==> config.mk <==
export PLATFORM = sky130hd
export DESIGN_NAME = sev_fifo
export DESIGN_NICKNAME = d
export VERILOG_FILES = /design/src/rtl/sev_pkg.sv /design/src/rtl/sev_fifo.sv
export SDC_FILE = /design/constraint.sdc
export NUM_CORES = 1
export LEC_CHECK = 0
export ABC_CLOCK_PERIOD_IN_PS = 1400
export BUFFER_PORTS_ARGS = -buffer_cell sky130_fd_sc_hd__buf_2
export CAP_MARGIN = 10
export CORE_MARGIN = 3
export CORE_UTILIZATION = 49
export DETAILED_ROUTE_END_ITERATION = 12
export PLACE_DENSITY = 0.73
export SYNTH_ARGS = -nofsm -noshare
export SYNTH_HDL_FRONTEND = slang
export SYNTH_SLANG_ARGS = --single-unit
==> constraint.sdc <==
create_clock -name clk_i -period 1.4 [get_ports clk_i]
set_input_delay 0.07 -clock clk_i [delete_from_list [all_inputs] [get_ports clk_i]]
set_output_delay 0.07 -clock clk_i [all_outputs]
set_load 0.01 [all_outputs]
==> src/rtl/sev_pkg.sv <==
// Shared constants, types and helpers for the sliding energy variance block.
package sev_pkg;

  localparam int unsigned DEF_WINDOW      = 256;
  localparam int unsigned DEF_SAMPLE_BITS = 12;
  localparam int unsigned FIELD_W         = 12;
  localparam int unsigned VAR_W           = 45;

  localparam int unsigned MQ_DEPTH = 4;
  localparam int unsigned MQ_PTR_W = $clog2(MQ_DEPTH);
  localparam int unsigned MQ_CNT_W = $clog2(MQ_DEPTH + 1);

  typedef struct packed {
    logic                empty;
    logic [MQ_CNT_W-1:0] used;
  } mq_status_t;

  // energy, energy^2, old energy, old energy^2, result flag, delayed I and Q
  function automatic int unsigned entry_width(input int unsigned sample_bits);
    return 14 * sample_bits - 1;
  endfunction

endpackage

==> src/rtl/sev_fifo.sv <==
// Short queue between the front and back parts.
module sev_fifo #(
  parameter int unsigned WIDTH = 8
) (
  input  logic                clk_i,
  input  logic                rst_ni,
  input  logic                push_i,
  input  logic [WIDTH-1:0]    data_i,
  input  logic                pop_i,
  output logic [WIDTH-1:0]    data_o,
  output sev_pkg::mq_status_t status_o
);

  import sev_pkg::*;

  logic [WIDTH-1:0]    mem_q [MQ_DEPTH];
  logic [MQ_PTR_W-1:0] head_q, head_d;
  logic [MQ_PTR_W-1:0] tail_q, tail_d;
  logic [MQ_CNT_W-1:0] count_q, count_d;

  always_comb begin
    head_d  = head_q;
    tail_d  = tail_q;
    count_d = count_q;
    if (push_i) begin
      tail_d = MQ_PTR_W'(tail_q + 1'b1);
    end
    if (pop_i) begin
      head_d = MQ_PTR_W'(head_q + 1'b1);
    end
    if (push_i && !pop_i) begin
      count_d = MQ_CNT_W'(count_q + 1'b1);
    end else if (!push_i && pop_i) begin
      count_d = MQ_CNT_W'(count_q - 1'b1);
    end
  end

  always_ff @(posedge clk_i or negedge rst_ni) begin
    if (!rst_ni) begin
      head_q  <= '0;
      tail_q  <= '0;
      count_q <= '0;
    end else begin
      head_q  <= head_d;
      tail_q  <= tail_d;
      count_q <= count_d;
    end
  end

  always_ff @(posedge clk_i) begin
    if (push_i) begin
      mem_q[tail_q] <= data_i;
    end
  end

  assign data_o         = mem_q[head_q];
  assign status_o.empty = (count_q == '0);
  assign status_o.used  = count_q;

  a_no_pop_empty: assert property (@(posedge clk_i) disable iff (!rst_ni)
    pop_i |-> (count_q != '0))
    else $error("queue popped while empty");

endmodule

==> out/results.ini <==
[min_path]
hold_end=tail_q[0]$_DFFE_PN0P_
hold_path_class=in -> reg
holdCritStartpoint=push_i
hold_path_depth=3

[sta]
hold_violations=0
fin_crit_ps=1620
final-setup-viol-count=8
worst_slew_pin_slew_ps=427
maxSlewHeadroom_pct=71.5
rsz0062_at_grt=true
final.period_utilization_pct=116
timing.hold.ws_ps=59.1
fin_skew_ps=6.92
fmax_ghz=0.618
fin_setup_tns_ps=-1660
drv_slew=0
layout_setup_ws_ps=-218

[drt]
vias=820
antenna_left=0
drt-total-wl_um=2740
wl_per_cell_um=16.1
drt_iter0_markers=18
drt-pass1-iter-count=3
viasPerCell=4.82
drc=0

[final_layout]
stdcell_area_um2=2000
area_growth_pct=29.7
multiInputGateArea_um2=375
layout.cells.non_filler=170
nFillCells=194
fin_nets=145
layout-drive-gt1-share_pct=42.2
diodes=0
seqCellArea_um2=1140
utilization_pct=69.5

[grt]
antenna_found_initial=0
top_usage_layer=met2
grt_pass1_vias=879
grt_overflow=0
grt_max_degree=13
grt_usage_pct=16.5
grt_first_pass_wirelength_um=4160
grt_util_met3_pct=4.96
grt_util_met2_pct=30.3
grt_use_met1_pct=17.2

[setup_path]
crit_chain=buf_12 > mux4_2 > buf_6
r2r-end=count_q[2]$_DFFE_PN0P_
reg2regPathDepth=4
worstPathRequired_ps=1330
critPathLaunchType=flip-flop
cp_slowest_stage_delay_ps=520
r2r_start=count_q[1]$_DFFE_PN0P_
crit_fanout=7
critPathTopFamily=multiplexers
crit_slowest_cell=mux4_2
r2r_setup_slack_ps=50
critPathBufInv=2
worstPathArrival_ps=1550
crit_type=reg -> out
endpoint_kind=output port

[clocking]
cts_root_buf=clkbuf_4
path_clk_slew_ps=110
cts-buffers-inserted=5
cts_buffer_depth=2
clk_latency_ps=330
cts.sinks=39
cts_max_level=2
cts_tree=done

[pwr]
ir_drop_uv=1050
total_power_mw=3.73
pwr-share-clk_pct=14.2
seq_power_share_pct=46.5
p_int_mw=2.58
comb_power_share_pct=39.3
p_sw_mw=1.15
sw_frac_of_total_pct=30.8
p_leak_nw=0.791
power_density_nw_per_um2=1870

[die]
io_pins=24
dieArea_um2=3850
rows=19
coreArea_um2=2880
die_w_um=62.1
fp.dieH_um=62.1
initial_utilization_pct=53.5

[synth]
post-synth-top-count-cell=edfxtp_1
postSynthCellCount=75
synth_top_area_cell=edfxtp_1
syn_area_um2=1540
synth.area.top_cells=edfxtp_1 (62%), mux4_2 (12%), dfrtp_1 (11%), ha_1 (4.1%), xor2_1 (2.3%)
async_flop_share_pct=17.9
synth_nets=93
synth_edf_count=32
yosysSeqAreaShare_pct=73.8
ys_seq_elements=39
avgSynthCellArea_um2=20.5
ys_types=16
synthFlopType=edfxtp_1
synthDominantCellAreaShare_pct=62.4
yosys_warnings=0
synthTopCellsByCount=edfxtp_1 (32), mux4_2 (8), dfrtp_1 (7)

[flow_run]
drv_cap=0

[placement]
hpwl_um=1960
place_ws_ps=-105
gp_congestion=0.672
placed_cells=150
place_area_um2=1790
portBuffers=23

[outcome]
failed_checks=negative setup slack
status=finished, violations left

[registers in the layout, indices dropped and copies added (netlist names)]
| register | count |
|---|---|
| head_q | 2 |
| tail_q | 2 |
| count_q | 3 |
| mem_q | 32 |
[placed cells by master (no fill, tap or decap), types with 2 or more instances in the layout]
master,netlist,layout
edfxtp_1,32,32
clkinv_2,0,3
dfrtp_1,7,7
ha_1,5,5
clkbuf_4,0,5
and2_1,4,4
xor2_1,4,4
inv_1,4,4
mux4_2,8,8
buf_2,1,18
dlygate4sd3_1,0,11
nand2_1,2,2
buf_6,1,5
xnor2_1,2,2
buf_4,0,12
[how the worst max path moves through the flow]
| stage | start | cells past startpoint | slack [ps] | to |
|---|---|---|---|---|
| after floorplan | count_q[0]$_DFFE_PN0P_ | 4 | 40 | count_q[2]$_DFFE_PN0P_ |
| after global placement | pop_i | 8 | 90 | count_q[2]$_DFFE_PN0P_ |
| after detailed placement | pop_i | 8 | -110 | count_q[2]$_DFFE_PN0P_ |
| after CTS | head_q[0]$_DFFE_PN0P_ | 3 | -240 | data_o[7] |
| after global routing | head_q[0]$_DFFE_PN0P_ | 3 | -290 | data_o[7] |
| final | head_q[0]$_DFFE_PN0P_ | 3 | -220 | data_o[7] |
[area by class of cell]
class                      instances  area share, %
multi-input combinational         30           18.8
tap                               42           2.63
timing repair buffer              47           18.3
clock inverter                     3          0.751
sequential                        39           56.9
inverter                           4          0.751
clock buffer                       5           1.88
[worst min-delay path, stage by stage]
cell and delay (ps):
buf_2 100, buf_4 130, xor2_1 60
[cell families (layout without fill, tap and decap cells)]
logic type	Yosys count	count (layout)	synth area share (%)
flops	39	39	73.8
mux	9	9	12.4
simple gates	8	8	2.68
fa+ha+maj	6	6	5.36
xor+xnor	6	6	3.41
buf+inv	6	59	2.03
compound gates	1	1	0.325
[power by group through the flow]
stage / Sequential, mW / Combinational (mW) / Clock [mW]
after CTS: 1.74 / 1.44 / 0.547
final: 1.74 / 1.47 / 0.532
after global routing: 1.76 / 1.59 / 0.607
after detailed placement: 1.77 / 1.30 / 0
after global placement: 1.75 / 1.25 / 0
after floorplan: 1.70 / 0.779 / 0
[per-layer routing]
metal	vias up	part of all wire [%]	wire [um]
li1	386	-	-
met1	409	39	1060
met2	17	56	1540
met3	8	3.4	92
met4	0	1.9	53
met5	-	0	0
[what timing repair did]
| item | CTS | global route |
|---|---|---|
| buffers inserted | 1 | 0 |
| resized for setup | 4 | 2 |
| hold buffers | 11 | 0 |
| hold endpoints to repair | 40 | 0 |
| pin swaps | 4 | 1 |
| setup endpoints to repair | 9 | 9 |
(Power assumes the default switching activity.)
