<file path="src/rtl/sev_pkg.sv">
// Shared constants, types and helpers for the sliding energy variance block.
package sev_pkg;

  localparam int unsigned DEF_WINDOW      = 256;
  localparam int unsigned DEF_SAMPLE_BITS = 12;
  localparam int unsigned FIELD_W         = 12;
  localparam int unsigned VAR_W           = 45;

  localparam int unsigned MQ_DEPTH = 4;
  localparam int unsigned MQ_PTR_W = $clog2(MQ_DEPTH);
  localparam int unsigned MQ_CNT_W = $clog2(MQ_DEPTH + 1);

  typedef struct packed {
    logic                empty;
    logic [MQ_CNT_W-1:0] used;
  } mq_status_t;

  // energy, energy^2, old energy, old energy^2, result flag, delayed I and Q
  function automatic int unsigned entry_width(input int unsigned sample_bits);
    return 14 * sample_bits - 1;
  endfunction

endpackage

</file>
<file path="src/rtl/sev_back.sv">
// Back part: running sums, variance arithmetic and the result register.
module sev_back #(
  parameter int unsigned WINDOW      = sev_pkg::DEF_WINDOW,
  parameter int unsigned SAMPLE_BITS = sev_pkg::DEF_SAMPLE_BITS,
  parameter int unsigned ENTRY_W     = sev_pkg::entry_width(SAMPLE_BITS)
) (
  input  logic                        clk_i,
  input  logic                        rst_ni,
  input  sev_pkg::mq_status_t         mq_status_i,
  input  logic [ENTRY_W-1:0]          mq_entry_i,
  output logic                        mq_pop_o,
  output logic                        empty,
  input  logic                        pop,
  output logic [sev_pkg::FIELD_W-1:0] delayed_i_o,
  output logic [sev_pkg::FIELD_W-1:0] delayed_q_o,
  output logic [sev_pkg::VAR_W-1:0]   energy_variance_o
);

  import sev_pkg::*;

  localparam int unsigned LOG_W  = $clog2(WINDOW);
  localparam int unsigned E_W    = 2 * SAMPLE_BITS;
  localparam int unsigned ESQ_W  = 4 * SAMPLE_BITS - 1;
  localparam int unsigned SUM_W  = 2 * SAMPLE_BITS + LOG_W;
  localparam int unsigned SQ_W   = 4 * SAMPLE_BITS - 1 + LOG_W;
  localparam int unsigned DIFF_W = 2 * SUM_W;
  localparam int unsigned SH     = 2 * LOG_W;
  localparam int unsigned VW     = (DIFF_W > VAR_W) ? DIFF_W : VAR_W;

  typedef struct packed {
    logic [E_W-1:0]         energy;
    logic [ESQ_W-1:0]       energy_sq;
    logic [E_W-1:0]         old_energy;
    logic [ESQ_W-1:0]       old_energy_sq;
    logic                   has_result;
    logic [SAMPLE_BITS-1:0] dly_i;
    logic [SAMPLE_BITS-1:0] dly_q;
  } entry_t;

  entry_t ent;
  logic   adv, take;

  logic [SUM_W-1:0]       sum_q, sum_d;
  logic [SQ_W-1:0]        sq_q, sq_d;
  logic                   s1_valid_q, s1_res_q;
  logic [SAMPLE_BITS-1:0] s1_di_q, s1_dq_q;

  logic                   s2_valid_q;
  logic [DIFF_W-1:0]      s2_a_q, s2_b_q;
  logic [DIFF_W-1:0]      a_d, b_d;
  logic [SAMPLE_BITS-1:0] s2_di_q, s2_dq_q;

  logic                   out_valid_q;
  logic [VAR_W-1:0]       out_var_q;
  logic [SAMPLE_BITS-1:0] out_di_q, out_dq_q;

  logic [DIFF_W-1:0]      diff;
  logic [VW-1:0]          var_ext;

  assign ent      = entry_t'(mq_entry_i);
  assign adv      = !out_valid_q || pop;
  assign take     = adv && !mq_status_i.empty;
  assign mq_pop_o = take;

  assign sum_d = sum_q + SUM_W'(ent.energy) - SUM_W'(ent.old_energy);
  assign sq_d  = sq_q + SQ_W'(ent.energy_sq) - SQ_W'(ent.old_energy_sq);

  // window scaling is a shift: WINDOW must be a power of two, and the block does not check it
  assign a_d = DIFF_W'(sq_q) << LOG_W;
  assign b_d = sum_q * sum_q;

  assign diff    = (s2_a_q >= s2_b_q) ? (s2_a_q - s2_b_q) : '0;
  assign var_ext = VW'(diff) >> SH;

  always_ff @(posedge clk_i or negedge rst_ni) begin
    if (!rst_ni) begin
      sum_q       <= '0;
      sq_q        <= '0;
      s1_valid_q  <= 1'b0;
      s1_res_q    <= 1'b0;
      s2_valid_q  <= 1'b0;
      out_valid_q <= 1'b0;
    end else if (adv) begin
      s1_valid_q  <= take;
      s2_valid_q  <= s1_valid_q && s1_res_q;
      out_valid_q <= s2_valid_q;
      if (take) begin
        sum_q    <= sum_d;
        sq_q     <= sq_d;
        s1_res_q <= ent.has_result;
      end
    end
  end

  always_ff @(posedge clk_i) begin
    if (adv) begin
      if (take) begin
        s1_di_q <= ent.dly_i;
        s1_dq_q <= ent.dly_q;
      end
      s2_a_q    <= a_d;
      s2_b_q    <= b_d;
      s2_di_q   <= s1_di_q;
      s2_dq_q   <= s1_dq_q;
      out_var_q <= var_ext[VAR_W-1:0];
      out_di_q  <= s2_di_q;
      out_dq_q  <= s2_dq_q;
    end
  end

  assign empty             = !out_valid_q;
  assign delayed_i_o       = FIELD_W'(signed'(out_di_q));
  assign delayed_q_o       = FIELD_W'(signed'(out_dq_q));
  assign energy_variance_o = out_var_q;

  a_sums_agree: assert property (@(posedge clk_i) disable iff (!rst_ni)
    (sum_q == '0) |-> (sq_q == '0))
    else $error("energy sums disagree");

  a_diff_nonneg: assert property (@(posedge clk_i) disable iff (!rst_ni)
    s2_valid_q |-> (s2_a_q >= s2_b_q))
    else $error("negative variance numerator");

endmodule

</file>
<file path="config.mk">
export PLATFORM = sky130hd
export DESIGN_NAME = sev_back
export DESIGN_NICKNAME = d
export VERILOG_FILES = /design/src/rtl/sev_pkg.sv /design/src/rtl/sev_back.sv
export SDC_FILE = /design/constraint.sdc
export NUM_CORES = 2
export LEC_CHECK = 0
export BUFFER_PORTS_ARGS = -buffer_cell sky130_fd_sc_hd__buf_2
export CORE_MARGIN = 3
export CORE_UTILIZATION = 30
export CTS_BUF_LIST = sky130_fd_sc_hd__clkbuf_4 sky130_fd_sc_hd__clkbuf_8 sky130_fd_sc_hd__clkbuf_16
export DETAILED_ROUTE_END_ITERATION = 10
export GPL_TIMING_DRIVEN = 0
export HOLD_SLACK_MARGIN = 0.03
export PLACE_DENSITY = 0.55
export SYNTH_ARGS = -nofsm -noshare
export SYNTH_HDL_FRONTEND = slang
export SYNTH_SLANG_ARGS = --single-unit
</file>
<file path="constraint.sdc">
create_clock -name clk_i -period 13.72 [get_ports clk_i]
set_input_delay 2.744 -clock clk_i [delete_from_list [all_inputs] [get_ports clk_i]]
set_output_delay 2.744 -clock clk_i [all_outputs]
set_load 0.02 [all_outputs]
</file>
==> flow_summary_export.csv <==
group,metric,value,unit
critical_path,crit_family,"adder cells",
clock_network,cts_setup_buffers,0,
timing,clock_skew,0.0349,ns
synthesis,avgSynthCellArea,9.62,um^2
critical_path,r2r_cells,30,
drt,highest_layer,"met4",
finish,area_growth,11.0,%
synthesis,synth_nets,6517,
min_path,holdCritStartpoint,"s2_dq_q[10]$_DFFE_PN_",
timing,rsz0062_at_grt,"false",
synthesis,yosys-top-cells-area,"fa_1 (36%), edfxtp_1 (15%), ha_1 (12%)",
timing,relSlewSlack,0.0466,
global_route,gr-total-overflow,0,
floorplanning,dieArea,166000,um^2
finish,multi_input_area,33400,um^2
timing,finalSetupViolCount,0,
placement,routabilityCongestion,1.02,
drt,wl_met1,63600,um
synthesis,synth_area,48400,um^2
global_route,grt_pass1_vias,37200,
critical_path,critPathMostFrequentCell,"fa_1",
timing,worstMarginPinSlew,1.43,ns
timing,final.min_clock_period,10.85,ns
drt,drc,0,
critical_path,startpoint_type,"flop",
placement,dpl-instance-area,52500,um^2
drt,drt_first_pass_iters,6,
critical_path,r2r_end,"s2_b_q[62]$_DFFE_PN_",
timing,fmax,92.2,MHz
critical_path,worst_ep_arrival_time,11.16,ns
drt,first_iter_violations,3142,
drt,vias_per_cell,4.79,
timing,drv_slew,0,
clock_network,htreeDepth,2,
synthesis,async_flop_share,0.279,
synthesis,synth_edf_count,235,
critical_path,rrSetupSlack,2.87,ns
floorplanning,pin_count,245,
clock_network,clock_latency,0.60,ns
drt,wl,154000,um
min_path,holdPathEnd,"delayed_q_o[10]$_DFFE_PN_",
critical_path,cpPeakStageDelay,0.89,ns
global_route,grt_max_degree,66,
placement,dp.final_hpwl,127000,um
outcome,status,"finished clean",
clock_network,cts_tree,"built",
synthesis,synth_seq_cells,326,
placement,port_buffers,241,
flow_run,max_cap_violations,0,
finish,fill_cells,16500,
finish,final_common_cell,"inv_1",
global_route,grtUsageTotal,0.185,
drt,via_count,35900,
finish,regArea,9330,um^2
synthesis,yosys_warnings,0,
min_path,hp-class,"flop to flop",
synthesis,synth_top_area_cell,"fa_1",
finish,mostFrequentLayoutCells,"inv_1 (1343), fa_1 (864), ha_1 (446)",
synthesis,ys.flop_type,"edfxtp_1",
floorplanning,die_h,408,um
finish,final_area,53800,um^2
floorplanning,coreArea,159000,um^2
floorplanning,rows,146,
drt,wl_per_cell,20.6,um
synthesis,ys_seq_area_frac,0.193,
floorplanning,die_x,408,um
critical_path,crit_fanout,10,
synthesis,netlist.area_leader.share,0.357,
critical_path,crit_required,14.03,ns
finish,final_nets,6805,
critical_path,r2r-start,"sum_q[3]$_DFFE_PN0P_",
clock_network,hold_buffers,0,
drt,wl_met2,67500,um
critical_path,path_class,"flop to flop",
clock_network,clk_path_buf_depth,3,
floorplanning,start_util,0.304,
synthesis,yosys.cell_types.count,89,
clock_network,cts_buffers,40,
clock_network,cts_resized,0,
global_route,grt_pass1_wl,231000,um
critical_path,worst-path-buf-inv,7,
critical_path,cp-end-kind,"flop",
finish,drive_above_1_share,0.0723,
clock_network,path_clk_slew,0.07,ns
timing,hold_viol_final,0,
synthesis,syn_inst,5033,
critical_path,critPathSlowestCell,"buf_1",
timing,whs,0.415,ns
timing,period_share,0.791,
drt,met3_length,16000,um
clock_network,cts-root-buf,"clkbuf_16",
clock_network,clock_sinks,326,
min_path,whs_path_depth,0,
global_route,antenna_found_initial,10,
drt,antenna_left,0,
## state kept, by name (all words and copies together), names as in the netlist
register	count
s2_b_q	63
s1_di_q	12
out_valid_q	1
s2_a_q	55
s1_valid_q	1
s2_di_q	12
s1_res_q	1
delayed_i_o	12
energy_variance_o	45
sum_q	32
delayed_q_o	12
s1_dq_q	12
s2_dq_q	12
sq_q	55
s2_valid_q	1
## cell type report
class                           instances  share of cell area
Tap cell                             2146              0.0499
Clock inverter                         25             0.00428
Buffer                                160              0.0119
Clock buffer                           48              0.0197
Inverter                             1349              0.0942
Sequential cell                       326               0.174
Multi-Input combinational cell       3198               0.621
Timing Repair Buffer                  246              0.0250
Antenna cell                            3            0.000140
## cells by family after synthesis
group,Yosys count,synth area share
compound gates,667,0.0873
fa+ha+maj,1310,0.472
xor+xnor,220,0.0398
buf+inv,1509,0.118
flops,326,0.193
mux,4,0.000853
simple gates,997,0.0893
## worst max path at each step
stage                                    start              endpoint  slack, ns  cells after the start
final                     sum_q[3]$_DFFE_PN0P_  s2_b_q[62]$_DFFE_PN_       2.87                     30
after global routing      sum_q[3]$_DFFE_PN0P_  s2_b_q[62]$_DFFE_PN_       2.50                     30
after CTS                 sum_q[4]$_DFFE_PN0P_  s2_b_q[63]$_DFFE_PN_       2.98                     29
after detailed placement  sum_q[4]$_DFFE_PN0P_  s2_b_q[63]$_DFFE_PN_       3.06                     29
after global placement                     pop              mq_pop_o      -6.91                      8
after floorplan                            pop              mq_pop_o       0.04                      6
## layer usage
metal,vias to the layer above,GRT usage
met5,-,0
li1,16000,-
met3,288,0.0544
met2,1529,0.284
met4,0,0.0692
met1,18100,0.245
## synthesized netlist by cell type, types with 14 or more instances
| cell type | n |
|---|---|
| a21o_1 | 117 |
| a21oi_1 | 196 |
| a31o_2 | 14 |
| a31oi_1 | 21 |
| and2_1 | 28 |
| buf_1 | 17 |
| clkbuf_1 | 131 |
| dfrtp_1 | 91 |
| edfxtp_1 | 235 |
| fa_1 | 864 |
| ha_1 | 446 |
| inv_1 | 1343 |
| nand2_1 | 426 |
| nand2b_1 | 20 |
| nand3_1 | 34 |
| nand4_1 | 40 |
| nor2_1 | 349 |
| nor2b_1 | 21 |
| nor3_1 | 22 |
| o21a_1 | 14 |
| o21ai_0 | 159 |
| o21ai_1 | 20 |
| o21bai_1 | 29 |
| xnor2_1 | 119 |
| xor2_1 | 101 |
## worst register-to-register path: cells and delay by family, from the launching register on
| family | cells | cell delay (ns) |
|---|---|---|
| simple gates | 6 | 1.46 |
| flops | 1 | 0.36 |
| xor+xnor | 1 | 0.10 |
| compound gates | 7 | 1.68 |
| fa+ha+maj | 9 | 4.11 |
| buf+inv | 7 | 2.84 |
## through the flow
stage	utilization	TNS (ns)	worst slack, ns	cells
floorplan	-	0	0.0432	5033
global placement	0.328	-309.90	-6.91	7420
detailed placement	0.329	0	3.06	7425
CTS	0.337	0	2.98	7498
global route	0.337	0	2.50	7498
finish	0.337	0	2.87	7501
Power is not shown: default switching activity piles up to over one toggle a cycle in this logic, so the estimate is an artifact.
